$ cat src/rtl/rgb_to_hsl_hwb_converter_macros.svh
// Assertion macros for the RGB to HSL/HWB converter.
// No dependencies; included by modules that carry assertions.
`ifndef RGB_TO_HSL_HWB_CONVERTER_MACROS_SVH
`define RGB_TO_HSL_HWB_CONVERTER_MACROS_SVH
`ifndef NO_ASSERTIONS
`define RHH_ASSERT_IMPLY(label, clk, rst_n, ante, cons) \
    label: assert property (@(posedge clk) disable iff (!rst_n) (ante) |-> (cons)) \
        else $error("rhh assertion failed");
`define RHH_ASSERT_NEXT(label, clk, rst_n, ante, cons) \
    label: assert property (@(posedge clk) disable iff (!rst_n) (ante) |=> (cons)) \
        else $error("rhh assertion failed");
`else
`define RHH_ASSERT_IMPLY(label, clk, rst_n, ante, cons)
`define RHH_ASSERT_NEXT(label, clk, rst_n, ante, cons)
`endif
`endif

$ cat src/rtl/rhh_pkg.sv
`timescale 1ns / 1ps
// Shared types, constants and helper functions of the RGB to HSL/HWB converter.
// No dependencies.
package rhh_pkg;
    localparam int FRACTION_BITS_DEF = 12;
    localparam int HUE_FULL          = 23040;
    localparam int HUE_HALF          = 11520;
    localparam int HUE_GREEN         = 7680;
    localparam int HUE_BLUE          = 15360;
    localparam int HUE_NUM_SCALE     = 7680;
    localparam int SAT_NUM_SCALE     = 12800;
    localparam int QUO_W             = 17;
    localparam int HNUM_W            = 28;
    localparam int HDEN_W            = 15;
    localparam int SNUM_W            = 30;
    localparam int PROD_W            = 40;
    localparam logic [QUO_W-1:0] SAT_MAX = '1;

    typedef struct packed {
        logic signed [13:0] mx;
        logic signed [13:0] mn;
        logic [14:0]        d;
        logic signed [14:0] sum;
        logic signed [14:0] diff;
        logic [14:0]        base;
        logic               defined;
        logic               mode;
        logic [12:0]        alpha;
    } t_item;

    typedef struct packed {
        logic                      hue_neg;
        logic [14:0]               base;
        logic                      flip;
        logic                      sat_en;
        logic                      defined;
        logic                      mode;
        logic [12:0]               alpha;
        logic signed [PROD_W-1:0]  t3_hsl;
        logic signed [PROD_W-1:0]  s2_hwb;
        logic signed [PROD_W-1:0]  t3_hwb;
    } t_side;

    // round x / 2^f to nearest, halves away from zero
    function automatic logic signed [PROD_W-1:0] rnd_shift(
        input logic signed [PROD_W-1:0] x, input int f);
        logic [PROD_W-1:0] a;
        a = x < 0 ? PROD_W'(-x) : PROD_W'(x);
        a = (a + (PROD_W'(1) << (f - 1))) >> f;
        return x < 0 ? -signed'(a) : signed'(a);
    endfunction

    function automatic logic signed [17:0] clamp_s18(input logic signed [PROD_W-1:0] x);
        if (x > PROD_W'(131071)) return 18'sd131071;
        if (x < -PROD_W'(131072)) return -18'sd131072;
        return x[17:0];
    endfunction

    function automatic logic signed [15:0] clamp_s16(input logic signed [PROD_W-1:0] x);
        if (x > PROD_W'(32767)) return 16'sd32767;
        if (x < -PROD_W'(32768)) return -16'sd32768;
        return x[15:0];
    endfunction
endpackage

$ cat src/rtl/rhh_front.sv
`timescale 1ns / 1ps
// Front end: takes pixel words, finds max/min and the hue sextant, holds the mode register.
// Depends on rhh_pkg.
module rhh_front import rhh_pkg::*; (
    input  logic               i_clk,
    input  logic               i_rst_n,
    input  logic               start,
    output logic               busy,
    input  logic               i_cfg_valid,
    output logic               o_cfg_ready,
    input  logic               i_cfg_data,
    input  logic signed [13:0] i_red,
    input  logic signed [13:0] i_green,
    input  logic signed [13:0] i_blue,
    input  logic [12:0]        i_alpha_in,
    input  logic               i_q_full,
    output logic               o_push,
    output t_item              o_item
);
    logic  r_mode, n_mode;
    logic  r_valid, n_valid;
    t_item r_item, n_item;
    logic  w_take;
    logic signed [14:0] w_r, w_g, w_b;

    assign busy        = r_valid && i_q_full;
    assign w_take      = start && !busy;
    assign o_push      = r_valid && !i_q_full;
    assign o_item      = r_item;
    assign o_cfg_ready = 1'b1;
    assign w_r = 15'(i_red);
    assign w_g = 15'(i_green);
    assign w_b = 15'(i_blue);

    always_comb begin
        n_mode  = (i_cfg_valid && o_cfg_ready) ? i_cfg_data : r_mode;
        n_valid = w_take ? 1'b1 : (o_push ? 1'b0 : r_valid);
        n_item  = r_item;
        if (w_take) begin
            n_item.mode  = r_mode;
            n_item.alpha = i_alpha_in;
            if (i_red >= i_green && i_red >= i_blue) begin
                n_item.mx   = i_red;
                n_item.diff = w_g - w_b;
                n_item.base = (i_green < i_blue) ? 15'(HUE_FULL) : '0;
            end else if (i_green >= i_blue) begin
                n_item.mx   = i_green;
                n_item.diff = w_b - w_r;
                n_item.base = 15'(HUE_GREEN);
            end else begin
                n_item.mx   = i_blue;
                n_item.diff = w_r - w_g;
                n_item.base = 15'(HUE_BLUE);
            end
            if (i_red <= i_green && i_red <= i_blue) begin
                n_item.mn = i_red;
            end else if (i_green <= i_blue) begin
                n_item.mn = i_green;
            end else begin
                n_item.mn = i_blue;
            end
            n_item.d       = 15'(15'(n_item.mx) - 15'(n_item.mn));
            n_item.sum     = 15'(n_item.mx) + 15'(n_item.mn);
            n_item.defined = n_item.mx != n_item.mn;
        end
    end

    always_ff @(posedge i_clk) begin
        if (!i_rst_n) begin
            r_mode  <= 1'b0;
            r_valid <= 1'b0;
        end else begin
            r_mode  <= n_mode;
            r_valid <= n_valid;
        end
    end

    always_ff @(posedge i_clk) begin
        r_item <= n_item;
    end
endmodule

$ cat config.mk
export PLATFORM = sky130hd
export DESIGN_NAME = rhh_front
export DESIGN_NICKNAME = d
export VERILOG_FILES = /design/src/rtl/rgb_to_hsl_hwb_converter_macros.svh /design/src/rtl/rhh_pkg.sv /design/src/rtl/rhh_front.sv
export SDC_FILE = /design/constraint.sdc
export NUM_CORES = 1
export LEC_CHECK = 0
export ABC_AREA = 1
export ABC_CLOCK_PERIOD_IN_PS = 4800
export BUFFER_PORTS_ARGS = -buffer_cell sky130_fd_sc_hd__buf_2
export CAP_MARGIN = 20
export CELL_PAD_IN_SITES_DETAIL_PLACEMENT = 0
export CELL_PAD_IN_SITES_GLOBAL_PLACEMENT = 1
export CORE_MARGIN = 2
export CORE_UTILIZATION = 38
export CTS_BUF_LIST = sky130_fd_sc_hd__clkbuf_4
export DETAILED_ROUTE_END_ITERATION = 6
export MAX_ROUTING_LAYER = met4
export PLACE_DENSITY_LB_ADDON = 0.08
export SLEW_MARGIN = 10
export SYNTH_ARGS = -nofsm -noshare
export SYNTH_HDL_FRONTEND = slang
export SYNTH_SLANG_ARGS = --single-unit
$ cat constraint.sdc
create_clock -name i_clk -period 4.8 [get_ports i_clk]
set_input_delay 0.24 -clock i_clk [delete_from_list [all_inputs] [get_ports i_clk]]
set_output_delay 0.24 -clock i_clk [all_outputs]
set_load 0.02 [all_outputs]
==> results.txt <==
- Number of max-slew violations in the final report: 0
* Setup repair after global routing missed its margin: no
- Number of global-route vias before repair: between 6000 and 7000
- Number of flops mapped to enable cells by yosys: 92
* DP Wirelength: 18600 um
- P per Cell Area: roughly 410 nW/um2
* Most used cell along the critical path: nand2_1
- Maxcap violations: 0
- Critical-path top delay cell: fa_1
- Proportion of register bits with asynchronous set or reset after synthesis: 0%
- The run finished with clean final reports.
- Among all flip-flop cells after synthesis, the most frequent one is edfxtp_1.
- At the end of routability-driven placement, the weighted congestion stood at 0.917.
- Counting the buffers created by CTS gives 9.
- For this design the total switching power over the nets is 1.67 mW.
- Maximum level of the CTS H-tree: 3
- Combinational logic burns 53.2% of the power.
- Post-CTS resize count: 0
* Sequential cell area fraction in the yosys report: 37.1%
* Routed Antenna Nets: 0
- Critical path peak fanout: 11
- After detailed routing, the number of vias per cell comes to 4.88.
- Yosys printed 0 warnings.
- Worst min path class: in2reg
- Based on the critical path, the design can be clocked at up to 237 MHz.
* Number of synthesized register bits: between 90 and 100
- In this run the register-to-register setup slack is 3.19 ns.
- Synthesis handed over a netlist of ~930 instances.
* Cell-internal power: 2.08 mW
- For this run, the total global-route usage over all layers was measured as 23.0%.
* Distinct cells, synth: 49
- Setup violations remaining at the end of the flow were counted as 0.
- Number of endpoints with negative hold slack in the final report: 0
- After detailed routing, the total wire length is 23300 um.
* Highest cell delay on the worst timing path: 0.42 ns
- Post-CTS Setup Repair Bufs: 0
* Final period util: about 90%
- Critical Path RT: 5.06 ns
- For this configuration, the core starts out at a cell density of 38.8%.
* Part of the power in registers: around a third
* Maximum number of pins on one net before global-route repair: 45
- Fraction of layout cells with a size suffix above 1: 23.0%
- In the post-route analysis, the smallest setup slack over all paths is 0.575 ns.
- Subtracting the final worst setup slack from the clock period gives 4.23 ns.
* Initial antenna violation count: 1
- Arr. time, crit path: 4.49 ns
- The floorplan has 51 rows.
- Floorplan core area: approximately 20000 um2
- Measured along the x axis, the die boundary spans roughly 140 um.
- The worst-case IR drop observed on VDD is 0.000198 V.
* # placed instances: 1358
- Post-route design area: 9090 um2
* Quantity of I/O buffers inserted on ports: 156
* DRC Markers: 0
- Hold Worst Slack: 0.119 ns
* Crit path launch type: primary input
- In this run the cell area measured after placement is about 8700 um2.
* Clock share of power: 14.4%
- The die covers about 21000 um2.
- After synthesis the cells add up to 7550 um2.
* Cell leakage power: between 4 and 5 nW
* Transition time at the pin with the least slew margin: 0.593 ns
- TritonCTS built the clock tree.
* Endpoint kind of the worst setup timing path: register
- Maximum clock skew at final layout: 0.0233 ns
- Clock transition at the registers of the reported paths: 0.20 ns
- Switch share: between 40% and 50%
* Violation count after the first detailed-route iteration: 404
* Wire length of the first global-routing pass: between 30000 and 40000 um
- Buffer type at the clock tree root: clkbuf_4
* Clock insertion delay at the later pin of the skew report: 0.48 ns
- Number of iterations in the first detailed-routing pass: 5
- Headroom to the max-slew limit came out at just over 60%.
- Io pins: 167
- Area growth from synthesis to layout: 20.4%
- Setup total negative slack on the finished layout was measured at 0 ns.
- The clock net in this run drives a total of 94 sinks.
* Total gr overflow: 0
- DR vias: 6793
* Post-Layout Cell Count: 1392
- The average instance in the mapped netlist occupies 8.15 um2.
* Die height: approximately 140 um
- Maximum clock path buffer count: 2
- Dividing the detail-routed wire length by the instance count gives about 17 um.
* Setup Slack @ Placement: 0.118 ns
- Kind of critical path: in2reg
- Count of nets after finishing: roughly 1300
==> final timing paths <==
check / startpoint / to / cells past startpoint
worst max-delay path: i_red[5] / o_item[74]$_DFFE_PP_ / 31
worst min-delay path: i_red[5] / o_item[94]$_DFFE_PP_ / 3
worst max register to register: r_valid$_SDFFE_PN0P_ / o_item[72]$_DFFE_PP_ / 4
worst min register to register: r_mode$_SDFFE_PN0P_ / o_item[13]$_DFFE_PP_ / 0
==> worst max-delay path, delay by kind of cell <==
kind	cells	cell delay, ns
buf+inv	5	0.44
simple gates	18	1.58
compound gates	5	1.18
fa+ha+maj	3	1.03
==> kinds of logic (layout without fill, tap and decap cells) <==
logic type                 after synthesis  count (layout)  synth area share (%)
AOI/OAI and AO/OA                      167             167                  12.7
xor gates and xnor gates                49              49                  5.69
adders and majority gates               74              74                  12.8
buffers and inverters                  160             352                  9.00
DFF                                     94              94                  37.1
other                                    2              11                0.0995
and+or+nand+nor                        380             380                  22.6
==> layer usage <==
layer	track usage [%]	up-vias	share of wire (%)
li1	-	3464	-
met1	31.4	3083	49
met2	36.5	214	45
met3	2.83	32	4.3
met4	5.50	0	1.7
met5	-	-	0
==> placed cells by master (no fill, tap or decap), types with 4 or more instances in the layout <==
cell type      count
buf_4             30
a21oi_1           62
conb_1            10
xor2_1            32
nor3_1             6
ha_1              69
nand2_4            4
inv_1            128
o21ai_0           50
nor2_1            50
buf_2            156
nand3_2            5
o22ai_1            9
xnor2_1           17
nand3_1           40
nand2_1          225
clkbuf_4          10
dlygate4sd3_1     17
nand4_1            7
o21bai_1           7
edfxtp_1          92
fa_1               5
a31oi_1           18
nand2_2           30
==> power groups by stage <==
stage / combinational, mW / clock (mW) / sequential [mW]
2_1_floorplan: 1.14 / 0 / 1.47
3_3_place_gp: 1.99 / 0 / 1.24
3_5_place_dp: 1.99 / 0 / 1.23
4_1_cts: 2.01 / 0.561 / 1.22
5_1_grt: 2.21 / 0.586 / 1.23
6_report: 2.00 / 0.542 / 1.21
==> synthesized netlist by cell type (3+ instances only) <==
cell type	number	share of area (%)
nand2_1	225	11
inv_1	128	6.4
edfxtp_1	92	37
ha_1	69	11
a21oi_1	62	4.1
nor2_1	51	2.5
o21ai_0	50	3.3
nand3_1	40	2.7
xor2_1	32	3.7
nand2_2	30	2.5
a31oi_1	18	1.5
xnor2_1	17	2.0
buf_4	12	1.2
clkbuf_1	9	0.45
o22ai_1	9	0.75
nand4_1	7	0.58
o21bai_1	7	0.70
nor3_1	6	0.40
fa_1	5	1.3
nand3_2	5	0.66
buf_2	4	0.27
nand2_4	4	0.60
inv_2	3	0.15
o2111ai_1	3	0.35
==> through the flow <==
step	power (mW)	utilization, %
global placement	3.23	44.9
detailed placement	3.22	44.9
floorplan	2.60	-
CTS	3.79	46.7
finish	3.75	46.7
global route	4.03	46.7
==> cell type report <==
class,instances,area (um2)
Tap cell,265,332
Fill cell,1985,10400
Timing Repair Buffer,203,1180
Inverter,133,504
Antenna cell,1,2.50
Multi-Input combinational cell,680,4100
Clock buffer,10,75.1
Sequential cell,94,2800
Clock inverter,6,93.8
==> registers in the layout, indices dropped and copies added, names as in the netlist <==
register	cells
o_item	92
r_mode	1
r_valid	1
==> repair_timing <==
| item | CTS | global route |
|---|---|---|
| endpoints found under the setup margin | 0 | 0 |
| endpoints found under the hold margin | 15 | 0 |
| hold buffers | 17 | 0 |
No activity file was read; power rests on OpenSTA's default activity.
