==> src/rtl/rgb_to_hsl_hwb_converter_macros.svh <==
// Assertion macros for the RGB to HSL/HWB converter.
// No dependencies; included by modules that carry assertions.
`ifndef RGB_TO_HSL_HWB_CONVERTER_MACROS_SVH
`define RGB_TO_HSL_HWB_CONVERTER_MACROS_SVH
`ifndef NO_ASSERTIONS
`define RHH_ASSERT_IMPLY(label, clk, rst_n, ante, cons) \
    label: assert property (@(posedge clk) disable iff (!rst_n) (ante) |-> (cons)) \
        else $error("rhh assertion failed");
`define RHH_ASSERT_NEXT(label, clk, rst_n, ante, cons) \
    label: assert property (@(posedge clk) disable iff (!rst_n) (ante) |=> (cons)) \
        else $error("rhh assertion failed");
`else
`define RHH_ASSERT_IMPLY(label, clk, rst_n, ante, cons)
`define RHH_ASSERT_NEXT(label, clk, rst_n, ante, cons)
`endif
`endif

==> src/rtl/rhh_pkg.sv <==
`timescale 1ns / 1ps
// Shared types, constants and helper functions of the RGB to HSL/HWB converter.
// No dependencies.
package rhh_pkg;
    localparam int FRACTION_BITS_DEF = 12;
    localparam int HUE_FULL          = 23040;
    localparam int HUE_HALF          = 11520;
    localparam int HUE_GREEN         = 7680;
    localparam int HUE_BLUE          = 15360;
    localparam int HUE_NUM_SCALE     = 7680;
    localparam int SAT_NUM_SCALE     = 12800;
    localparam int QUO_W             = 17;
    localparam int HNUM_W            = 28;
    localparam int HDEN_W            = 15;
    localparam int SNUM_W            = 30;
    localparam int PROD_W            = 40;
    localparam logic [QUO_W-1:0] SAT_MAX = '1;

    typedef struct packed {
        logic signed [13:0] mx;
        logic signed [13:0] mn;
        logic [14:0]        d;
        logic signed [14:0] sum;
        logic signed [14:0] diff;
        logic [14:0]        base;
        logic               defined;
        logic               mode;
        logic [12:0]        alpha;
    } t_item;

    typedef struct packed {
        logic                      hue_neg;
        logic [14:0]               base;
        logic                      flip;
        logic                      sat_en;
        logic                      defined;
        logic                      mode;
        logic [12:0]               alpha;
        logic signed [PROD_W-1:0]  t3_hsl;
        logic signed [PROD_W-1:0]  s2_hwb;
        logic signed [PROD_W-1:0]  t3_hwb;
    } t_side;

    // round x / 2^f to nearest, halves away from zero
    function automatic logic signed [PROD_W-1:0] rnd_shift(
        input logic signed [PROD_W-1:0] x, input int f);
        logic [PROD_W-1:0] a;
        a = x < 0 ? PROD_W'(-x) : PROD_W'(x);
        a = (a + (PROD_W'(1) << (f - 1))) >> f;
        return x < 0 ? -signed'(a) : signed'(a);
    endfunction

    function automatic logic signed [17:0] clamp_s18(input logic signed [PROD_W-1:0] x);
        if (x > PROD_W'(131071)) return 18'sd131071;
        if (x < -PROD_W'(131072)) return -18'sd131072;
        return x[17:0];
    endfunction

    function automatic logic signed [15:0] clamp_s16(input logic signed [PROD_W-1:0] x);
        if (x > PROD_W'(32767)) return 16'sd32767;
        if (x < -PROD_W'(32768)) return -16'sd32768;
        return x[15:0];
    endfunction
endpackage

==> src/rtl/rhh_queue.sv <==
`timescale 1ns / 1ps
// Two-entry queue between the front end and the back end.
// Depends on rhh_pkg.
module rhh_queue import rhh_pkg::*; (
    input  logic  i_clk,
    input  logic  i_rst_n,
    input  logic  i_push,
    input  t_item i_item,
    input  logic  i_pop,
    output logic  o_full,
    output logic  o_valid,
    output t_item o_item
);
    t_item      r_mem [2];
    logic       r_wp, n_wp;
    logic       r_rp, n_rp;
    logic [1:0] r_cnt, n_cnt;
    logic       w_wr, w_rd;

    assign o_full  = r_cnt == 2'd2;
    assign o_valid = r_cnt != 2'd0;
    assign o_item  = r_mem[r_rp];
    assign w_wr    = i_push && !o_full;
    assign w_rd    = i_pop && o_valid;

    always_comb begin
        n_wp  = w_wr ? !r_wp : r_wp;
        n_rp  = w_rd ? !r_rp : r_rp;
        n_cnt = r_cnt + 2'(w_wr) - 2'(w_rd);
    end

    always_ff @(posedge i_clk) begin
        if (!i_rst_n) begin
            r_wp  <= 1'b0;
            r_rp  <= 1'b0;
            r_cnt <= 2'd0;
        end else begin
            r_wp  <= n_wp;
            r_rp  <= n_rp;
            r_cnt <= n_cnt;
        end
    end

    always_ff @(posedge i_clk) begin
        if (w_wr) begin
            r_mem[r_wp] <= i_item;
        end
    end
endmodule

==> config.mk <==
export PLATFORM = sky130hd
export DESIGN_NAME = rhh_queue
export DESIGN_NICKNAME = d
export VERILOG_FILES = /design/src/rtl/rgb_to_hsl_hwb_converter_macros.svh /design/src/rtl/rhh_pkg.sv /design/src/rtl/rhh_queue.sv
export SDC_FILE = /design/constraint.sdc
export NUM_CORES = 1
export LEC_CHECK = 0
export BUFFER_PORTS_ARGS = -buffer_cell sky130_fd_sc_hd__buf_2
export CORE_MARGIN = 10
export CORE_UTILIZATION = 35
export CTS_CLUSTER_SIZE = 20
export DETAILED_ROUTE_END_ITERATION = 10
export PLACE_DENSITY_LB_ADDON = 0.15
export SYNTH_ARGS = -nofsm -noshare
export SYNTH_HDL_FRONTEND = slang
export SYNTH_SLANG_ARGS = --single-unit
==> constraint.sdc <==
create_clock -name i_clk -period 11.2 [get_ports i_clk]
set_input_delay 0.56 -clock i_clk [delete_from_list [all_inputs] [get_ports i_clk]]
set_output_delay 0.56 -clock i_clk [all_outputs]
set_load 0.05 [all_outputs]
==> results of run 1 <==
[area by class of cell]
cell class	instances	area (um2)	area share, %
Inverter	3	11.3	0.115
Tap cell	280	350	3.58
Sequential cell	211	6290	64.3
Multi-Input combinational cell	121	1290	13.2
Antenna cell	4	10.0	0.102
Clock buffer	24	579	5.93
Clock inverter	17	153	1.56
Timing Repair Buffer	215	1090	11.1
[synth_stat cells]
cell type / n / area (um2)
sky130_fd_sc_hd__and2_1: 1 / 6.26
sky130_fd_sc_hd__and3_1: 1 / 6.26
sky130_fd_sc_hd__buf_2: 3 / 15.0
sky130_fd_sc_hd__buf_4: 1 / 7.51
sky130_fd_sc_hd__buf_6: 7 / 78.8
sky130_fd_sc_hd__dfxtp_1: 5 / 100
sky130_fd_sc_hd__edfxtp_1: 206 / 6190
sky130_fd_sc_hd__ha_1: 2 / 25.0
sky130_fd_sc_hd__inv_1: 3 / 11.3
sky130_fd_sc_hd__mux2_2: 103 / 1160
sky130_fd_sc_hd__mux2i_1: 1 / 10.0
sky130_fd_sc_hd__nand2_1: 2 / 7.51
sky130_fd_sc_hd__nand2b_1: 2 / 12.5
sky130_fd_sc_hd__nor2_1: 4 / 15.0
sky130_fd_sc_hd__o21a_1: 1 / 7.51
sky130_fd_sc_hd__or2_2: 1 / 6.26
sky130_fd_sc_hd__xnor2_1: 2 / 17.5
sky130_fd_sc_hd__xor2_1: 1 / 8.76
[report_power, final]
| group | switching [uW] | total (uW) | internal (uW) |
|---|---|---|---|
| clock | 282 | 724 | 441 |
| sequential | 43.3 | 1040 | 993 |
| combinational | 606 | 828 | 222 |
| total | 932 | 2590 | 1660 |
[cells by family (layout without fill, tap and decap cells)]
group	Yosys count	count (layout)	share of synthesized area, %
flip-flops	211	211	81.8
multiplexers	104	104	15.2
buffers and inverters	14	259	1.47
AND/OR/NAND/NOR	11	11	0.701
XOR/XNOR	3	3	0.342
adder cells (fa/ha/maj)	2	2	0.326
AO/OA/AOI/OAI	1	1	0.0978
other	0	4	0
[worst register-to-register path: stages, from the launching register on]
cell and delay [ns]:
sky130_fd_sc_hd__dfxtp_1 0.36, sky130_fd_sc_hd__nand2b_1 0.17, sky130_fd_sc_hd__nand2_1 0.14, sky130_fd_sc_hd__nor2_4 0.43
sky130_fd_sc_hd__buf_4 0.58, sky130_fd_sc_hd__buf_4 0.65
[worst max path at each step]
| stage | from | to | slack (ns) |
|---|---|---|---|
| 5_1_grt | flip-flop | o_item[66] | 7.73 |
| 2_1_floorplan | i_push | r_mem[0][0] | 5.69 |
| 6_report | flip-flop | o_item[66] | 7.88 |
| 3_5_place_dp | i_push | r_mem[0][23] | 8.27 |
| 4_1_cts | flip-flop | o_item[68] | 7.83 |
| 3_3_place_gp | i_push | r_mem[0][23] | 8.30 |
[metal layers]
layer	vias up	global-route usage, %
met5	-	0
met4	2	2.57
met3	18	5.56
met2	156	17.3
met1	1927	12.9
li1	1825	-
[flip-flops by register name, summed over array words and instances (netlist names), named ones only]
register,flops
r_mem,206
r_wp,1
r_rp,1
r_cnt,2
[metrics by stage]
stage          setup slack [ns]  util, %  power [uW]  hold slack [ns]  instances
4_1_cts                    7.83     45.0        2630            0.229        871
3_5_place_dp               8.27     41.6        1900            0.523        830
6_report                   7.88     45.1        2590            0.248        875
3_3_place_gp               8.30     41.6        1890            0.496        830
2_1_floorplan              5.69        -        1720            0.455        346
5_1_grt                    7.73     45.0        2700            0.230        873
==> impl_results.md, run 1 <==
* Vias after detailed routing at 3,928
* Most frequent standard cell in the layout excluding fill and tap cells: sky130_fd_sc_hd__buf_2
* Root Buffer Master: sky130_fd_sc_hd__clkbuf_16
* CTS sink count at 211
* CTS tree: yes
* Vias in the first global route at 4,326
* Most frequent cells in the layout: 211 x sky130_fd_sc_hd__buf_2, 206 x sky130_fd_sc_hd__edfxtp_1, 103 x sky130_fd_sc_hd__mux2_2
* Cell area after layout at 0.00977 mm2
* Cell with the biggest individual delay on the critical path: sky130_fd_sc_hd__dfxtp_4
* Slew HR at 44.2%
* Final-stage net count at 684
* Placed cell areas at 0.00903 mm2
* Level count of the clock H-tree at 1
* Detail Route Antenna Nets at 0
* Crit Path Class: reg2out
* Synth Instances at 346
* Met2 routed WL at 7510 um
* Final wirelength at 16,300 um
* VDD IR-drop max at 167 uV
* Number of synthesized register bits at 211
* Die footprint at 0.0283 mm2
* DRT Pass-1 Iters at 4
* Worst-case clock buffer depth at 3
* Wire length of the first global-routing pass at 24,600 um
* Skew-Pair Late Insertion Delay at 0.50 ns
* Setup Skew at 0.0148 ns
* Drt wl/cell at 18.6 um
* Routed length on met1 at 6740 um
* Worst-path clk slew at 0.06 ns
* Final weighted congestion in routability-driven placement at 0.714
* Endpoint with the worst hold slack: r_mem[0][19]
* Reg2Reg Depth at 5
* Routed met3 length at 1860 um
* Crit path max fanout at 58
* Top sig layer: met5
* Post-cts sizing count at 0
* Warning count from the yosys run at 0
* Net count after synthesis at 455
* Largest stage delay on the critical path at 0.74 ns
* Max-slew violations at 0
* Min cycle time layout at 3.32 ns
* Setup slack of the worst register-to-register path at 8.45 ns
* Hold Path Cell Cnt at 1
* Number of cells on the critical path at 3
* Run status: finished clean
* Number of buffers and inverters on the critical path at 2
* Endpoint of the worst register-to-register path: r_mem[0][5]
* Setup fix buffers added after clock tree synthesis at 0
* Overall fraction of global-route tracks in use at 10.9%
* Number of DRC violations after detailed-routing iteration 0 at 135
* Via density at 4.49
* Maximum clock rate at 301 MHz
* Cell Pwr Density at 265 mW/mm2
* Hold crit path type: in2reg
* List of cells traversed by the critical path: buf_4 -> mux2_2 -> buf_2
* Setup Viol. Count Final at 0
* Total of fill cells in the finished design at 1,942
* Synth Area per Inst at 22.2 um2
* RSZ-0062 raised after global routing: no
* Core Box Area at 0.0217 mm2
* Crit path launch type: flip-flop
* Measured slew at the worst slew-check pin at 0.838 ns
* Starting density of the core at 35.4%
* Element type at the critical path end: output pin
* Hold buffer count at cts at 0
* Die extent in y at 168 um
* Area delta synth->final at 27.3%
* Die X-Extent at 168 um
* Required arrival time at the worst endpoint at 10.64 ns
* Share of cells above drive strength 1 at 60.2%
* DRC violations left at 0
* Synthesized area at 0.00768 mm2
* Count of input and output buffers at 211
* Total CTS buffers at 23
* Post-route fraction of the period consumed by the critical path at 29.6%
* Number of cell rows at 54
* Sequential-to-total area share from yosys stat at 81.8%
* Largest net degree at the start of global routing at 59
* Final number of hold-violating endpoints at 0
* GRT overflow at 0
* Count of cell types in the netlist at 18
* Worst Min Path Start: i_item[19]
* Setup TNS at 0 ns
* Antenna violations before repair at 6
* Arrival time of the worst setup path at 2.76 ns
* Static leakage at 0.00365 uW
* Critical R2R Launch: r_cnt[0]
* Max-cap viol count at 0
* Placed wire-length estimate at 11,300 um
* Family of cells with the greatest summed delay on the critical path: buffers and inverters
* Count of pins on the block boundary at 212
(Power assumes the default switching activity.)
==> run 2: changes to the inputs <==
Clock period 11.2 ns to 2.7 ns, I/O delays scaled along.
==> run 2 against run 1 <==
Net effect:
- register-to-register slack lost 7.6 ns
- clock power increased to 4.3 times the previous value
- total power grew to 4.3 times the previous value
- final area is 11% higher
- sequential share of layout area is 6.6 points lower
- critical endpoint is now o_item[67]
- routed wire length grew 4.0%
- critical path depth did not move
- global-route usage increased by 0.64 points
- sequential power grew to 4.1 times the previous value
- largest cell class unchanged
==> impl_results.md, run 2 (synthesis gave the netlist of run 1 again) <==
* Run status: finished clean
* Finished Core Util at 50.2%
* Crit Path Class: reg2out
* Via density at 4.43
* Element type at the critical path end: output pin
* Number of DRC violations after detailed-routing iteration 0 at 239
* CTS tree: yes
* Placed cells at 832
* Max-cap viol count at 0
* Most frequent cells in the layout: 211 x sky130_fd_sc_hd__buf_2, 206 x sky130_fd_sc_hd__edfxtp_1, 104 x sky130_fd_sc_hd__dlygate4sd3_1
* Setup slack of the worst register-to-register path at 0.87 ns
* Internal power at 7120 uW
* Logic gate share of total power at 33.1%
* Total CTS buffers at 23
* DRT Pass-1 Iters at 4
* Count of pins on the block boundary at 212
* Antenna violations before repair at 0
* Crit path launch type: flip-flop
* Largest stage delay on the critical path at 0.56 ns
* Count of input and output buffers at 211
* Die X-Extent at 168 um
* Level count of the clock H-tree at 1
* Largest regs: r_mem x206, r_cnt x2
* Required arrival time at the worst endpoint at 2.57 ns
* List of cells traversed by the critical path: buf_4 -> mux2_2 -> buf_2
* Cell with the biggest individual delay on the critical path: sky130_fd_sc_hd__dfxtp_4
* Measured slew at the worst slew-check pin at 0.618 ns
* Family of cells with the greatest summed delay on the critical path: buffers and inverters
* Number of cell rows at 54
* Post-route fraction of the period consumed by the critical path at 80.3%
* Setup Viol. Count Final at 0
* Die footprint at 0.0283 mm2
* Number of antenna cells inserted at 0
* Vias after detailed routing at 4,324
* Switching power summed over all nets at 3900 uW
* Cell Pwr Density at 1010 mW/mm2
* Register with the most flip-flops: r_mem
* Skew-Pair Late Insertion Delay at 0.50 ns
* Die extent in y at 168 um
* Worst-case clock buffer depth at 3
* Clock share of power at 28.3%
* Total chip power at 11,000 uW
* Number of buffers and inverters on the critical path at 2
* Cell area after layout at 0.0109 mm2
* Final-stage net count at 790
* Maximum clock rate at 461 MHz
* Placed wire-length estimate at 11,000 um
* Setup TNS at 0 ns
* Vias in the first global route at 4,943
* Placed cell areas at 0.00910 mm2
* GRT overflow at 0
* Root Buffer Master: sky130_fd_sc_hd__clkbuf_16
* Crit path max fanout at 23
* Area delta synth->final at 41.8%
* Final number of hold-violating endpoints at 0
* Share of cells above drive strength 1 at 50.9%
* Arrival time of the worst setup path at 2.03 ns
* Seq pwr share at 38.6%
* Detail Route Antenna Nets at 0
* DRC violations left at 0
* Setup Skew at 0.00787 ns
* Wire length of the first global-routing pass at 26,600 um
* Hold crit path type: in2reg
* Min cycle time layout at 2.17 ns
* Number of flip-flops under the largest register name at 206
* Max-slew violations at 0
* Core Box Area at 0.0217 mm2
* Final weighted congestion in routability-driven placement at 0.722
* Most frequent standard cell in the layout excluding fill and tap cells: sky130_fd_sc_hd__buf_2
* VDD IR-drop max at 674 uV
* Slew HR at 58.8%
* Switching share of total power at 35.4%
* Final Non-Filler Cells at 976
* Post-cts sizing count at 0
* Final wirelength at 17,000 um
* Largest net degree at the start of global routing at 104
* CTS sink count at 211
* RSZ-0062 raised after global routing: no
* Worst-path clk slew at 0.06 ns
* Static leakage at 0.00410 uW
* Drt wl/cell at 17.4 um
* Starting density of the core at 35.4%
* Overall fraction of global-route tracks in use at 11.5%
==> run 2: changes by cell type in the layout (fill, tap and decap cells not counted), sizes merged <==
cell         previous run  this run
dlygate4sd3             0       104
clkinv                 14         5
clkbuf                 24        29
diode                   4         0
buf                   215       217
bufinv                  3         4
clkinvlp                0         1
inv                     3         4
==> run 2: worst reg2reg max path: stages (launching register included) <==
cell and delay (ns):
sky130_fd_sc_hd__dfxtp_1 0.37, sky130_fd_sc_hd__nand2b_1 0.18, sky130_fd_sc_hd__nand2_1 0.15, sky130_fd_sc_hd__nor2_4 0.43
sky130_fd_sc_hd__buf_12 0.34
==> run 2: path summary, 6_finish.rpt <==
check | startpoint | endpoint | cells past startpoint
max | flip-flop | o_item[67] | 3
min | i_push | r_wp | 3
max reg2reg | r_cnt[0] | r_mem[0][74] | 4
min reg2reg | r_rp | flip-flop | 2
==> run 2: final cells by class <==
class	count	area, um2
clock buffers	29	598
clock inverters	11	156
fillers	1805	10800
inverters	3	11.3
multi-input cells	121	1290
flip-flops and latches	211	6290
well taps	280	350
repair buffers	321	2190
==> run 2: repair_timing <==
action	CTS	global route
setup buffers	0	0
endpoints found under the hold margin	211	0
hold buffers	104	0
==> run 2: power groups by stage <==
stage | Sequential [uW] | Combinational (uW) | Clock [uW]
final | 4250 | 3650 | 3120
after global routing | 4300 | 3860 | 3360
after CTS | 4260 | 3720 | 3240
after detailed placement | 4330 | 3590 | 0
after global placement | 4310 | 3570 | 0
after floorplan | 4270 | 2810 | 0
==> run 2: per-layer routing <==
metal	track usage, %	routed length, um	vias up
met1	14.2	7350	2090
met2	18.3	7630	162
met5	0	0	-
met3	4.52	1600	31
li1	-	-	2041
met4	3.56	394	0
==> run 2: stage by stage <==
step	hold WS, ns	worst slack, ns
2_1_floorplan	0.234	0.145
3_3_place_gp	0.322	0.921
3_5_place_dp	0.326	0.843
4_1_cts	0.0499	0.464
5_1_grt	0.0682	0.403
6_report	0.0689	0.532
==> run 3: changes to the inputs <==
Clock period 2.7 ns to 2.05 ns, I/O delays scaled along.
==> run 3 against run 2 <==
Net effect:
- clock skew fell by 0.0019 ns
- critical endpoint is now o_item[51]
- clock power is 21% higher
- cell count is 1.0% higher
- combinational power is 37% higher
- first-iteration DRC count fell by 46%
- highest routed layer unchanged
- global-route usage grew 0.47 points
- core utilization is 0.42 points higher
- count of clock-buffer cells in the layout up 5
- routed wire length increased by 3.5%
- critical path depth is the same
==> impl_results.md, run 3 (synthesis gave the netlist of run 1 again) <==
* Setup Skew at 0.00601 ns
* GRT met3 Usage at 4.47%
* Root Buffer Master: sky130_fd_sc_hd__clkbuf_16
* Final wirelength at 17,600 um
* Finished Core Util at 50.6%
* Post-route fraction of the period consumed by the critical path at 91.7%
* Skew-Pair Late Insertion Delay at 0.49 ns
* Worst-case clock buffer depth at 3
* Share of cells above drive strength 1 at 51.6%
* Number of cell rows at 54
* Die extent in y at 168 um
* VDD IR-drop max at 880 uV
* Crit Path Class: reg2out
* Register with the most flip-flops: r_mem
* Overall fraction of global-route tracks in use at 12.0%
* Largest net degree at the start of global routing at 57
* Pre-CTS setup slack at 0.461 ns
* Total of fill cells in the finished design at 1,817
* Count of input and output buffers at 211
* Termination of the worst setup path: o_item[51]
* Crit path launch type: flip-flop
* Setup slack of the worst register-to-register path at 0.46 ns
* DRC violations left at 0
* Number of DRC violations after detailed-routing iteration 0 at 130
* Final Non-Filler Cells at 986
* GRT overflow at 0
* Vias in the first global route at 4,939
* Reg2Reg Depth at 7
* Worst Min Path Start: i_pop
* Required arrival time at the worst endpoint at 1.95 ns
* Final number of hold-violating endpoints at 0
* Detail Route Antenna Nets at 0
* Final weighted congestion in routability-driven placement at 0.719
* Slew HR at 72.6%
* Core Box Area at 0.0217 mm2
* Global-route met1 utilization at 14.4%
* Area delta synth->final at 43.0%
* Max-slew violations at 0
* CTS sink count at 211
* Critical R2R Launch: r_cnt[1]
* Worst-path clk slew at 0.06 ns
* DRT Pass-1 Iters at 4
* Level count of the clock H-tree at 1
* Layer carrying the most global-route usage: met2
* Count of pins on the block boundary at 212
* Run status: finished clean
* Cell Pwr Density at 1310 mW/mm2
* Starting density of the core at 35.4%
* Min cycle time layout at 1.88 ns
* CTS tree: yes
* Antenna violations before repair at 2
* Maximum clock rate at 532 MHz
* Hold crit path type: in2reg
* Most frequent cells in the layout: 211 x sky130_fd_sc_hd__buf_2, 206 x sky130_fd_sc_hd__edfxtp_1, 105 x sky130_fd_sc_hd__dlygate4sd3_1
* Arrival time of the worst setup path at 1.78 ns
* Total CTS buffers at 23
* Wire length of the first global-routing pass at 27,200 um
* Placed cells at 836
* Largest regs: r_mem x206, r_cnt x2
* Crit path max fanout at 14
* Placed wire-length estimate at 11,700 um
* Die X-Extent at 168 um
* Setup Viol. Count Final at 0
* Endpoint of the worst register-to-register path: r_cnt[1]
* Final setup margin at 0.171 ns
* RSZ-0062 raised after global routing: no
* Final-stage net count at 798
* Most frequent standard cell in the layout excluding fill and tap cells: sky130_fd_sc_hd__buf_2
* Die footprint at 0.0283 mm2
* Met2 usage in global routing at 19.8%
* Drt wl/cell at 17.8 um
* Static leakage at 0.00414 uW
* Measured slew at the worst slew-check pin at 0.411 ns
* Vias after detailed routing at 4,349
* Via density at 4.41
* Number of flip-flops under the largest register name at 206
* Max-cap viol count at 0
* Element type at the critical path end: output pin
==> run 3: cell types whose count changed in the layout (fill, tap and decap cells not counted), sizes merged <==
cell         before  now
buf             217  224
clkbuf           29   34
bufinv            4    1
diode             0    2
clkinvlp          1    0
dlygate4sd3     104  105
inv               4    3
==> run 3: how the worst min path moves through the flow <==
stage,to,slack [ns],cells past startpoint
after floorplan,r_mem[0][0],0.20,0
after global placement,r_mem[0][59],0.29,1
after detailed placement,r_mem[0][84],0.29,1
after CTS,r_rp,0.03,4
after global routing,r_rp,0.07,4
final,r_rp,0.05,4
==> run 3: report_power, final <==
| group | total [uW] | internal (uW) | switching, uW |
|---|---|---|---|
| combinational | 5010 | 1520 | 3490 |
| clock | 3780 | 2290 | 1490 |
| sequential | 5580 | 5420 | 159 |
==> run 3: what timing repair did <==
action                                 CTS  global route
endpoints found under the hold margin  211             0
hold buffers                           105             0
setup endpoints to repair               14             0
setup buffers                            3             0
resized for setup                        0             0
==> run 3: through the flow <==
stage	hold slack [ns]	power [uW]	setup TNS (ns)	area (um2)
final	0.0527	14400	0	11000
after detailed placement	0.295	10600	0	9210
after global placement	0.291	10500	0	9210
after floorplan	0.201	9350	-59.92	7710
after CTS	0.0305	14600	0	11000
after global routing	0.0741	15000	0	11000
==> run 3: area by class of cell <==
| type | instances | area, um2 | area share [%] |
|---|---|---|---|
| inverter | 3 | 11.3 | 0.103 |
| clock inverter | 6 | 51.3 | 0.467 |
| sequential | 211 | 6290 | 57.3 |
| tap | 280 | 350 | 3.19 |
| timing repair buffer | 329 | 2320 | 21.1 |
| clock buffer | 34 | 647 | 5.89 |
| antenna | 2 | 5.00 | 0.0456 |
| multi-input combinational | 121 | 1310 | 11.9 |
==> run 3: metal layers <==
metal	vias to the layer above	share of wire [%]
met3	26	8.6
met2	169	47
li1	2059	-
met5	-	0
met1	2095	42
met4	0	1.9
==> run 3: critical path, cell delays in order (launching register included) <==
cell and delay (ns):
sky130_fd_sc_hd__dfxtp_4 0.44, sky130_fd_sc_hd__buf_4 0.26, sky130_fd_sc_hd__mux2_2 0.36, sky130_fd_sc_hd__buf_2 0.21
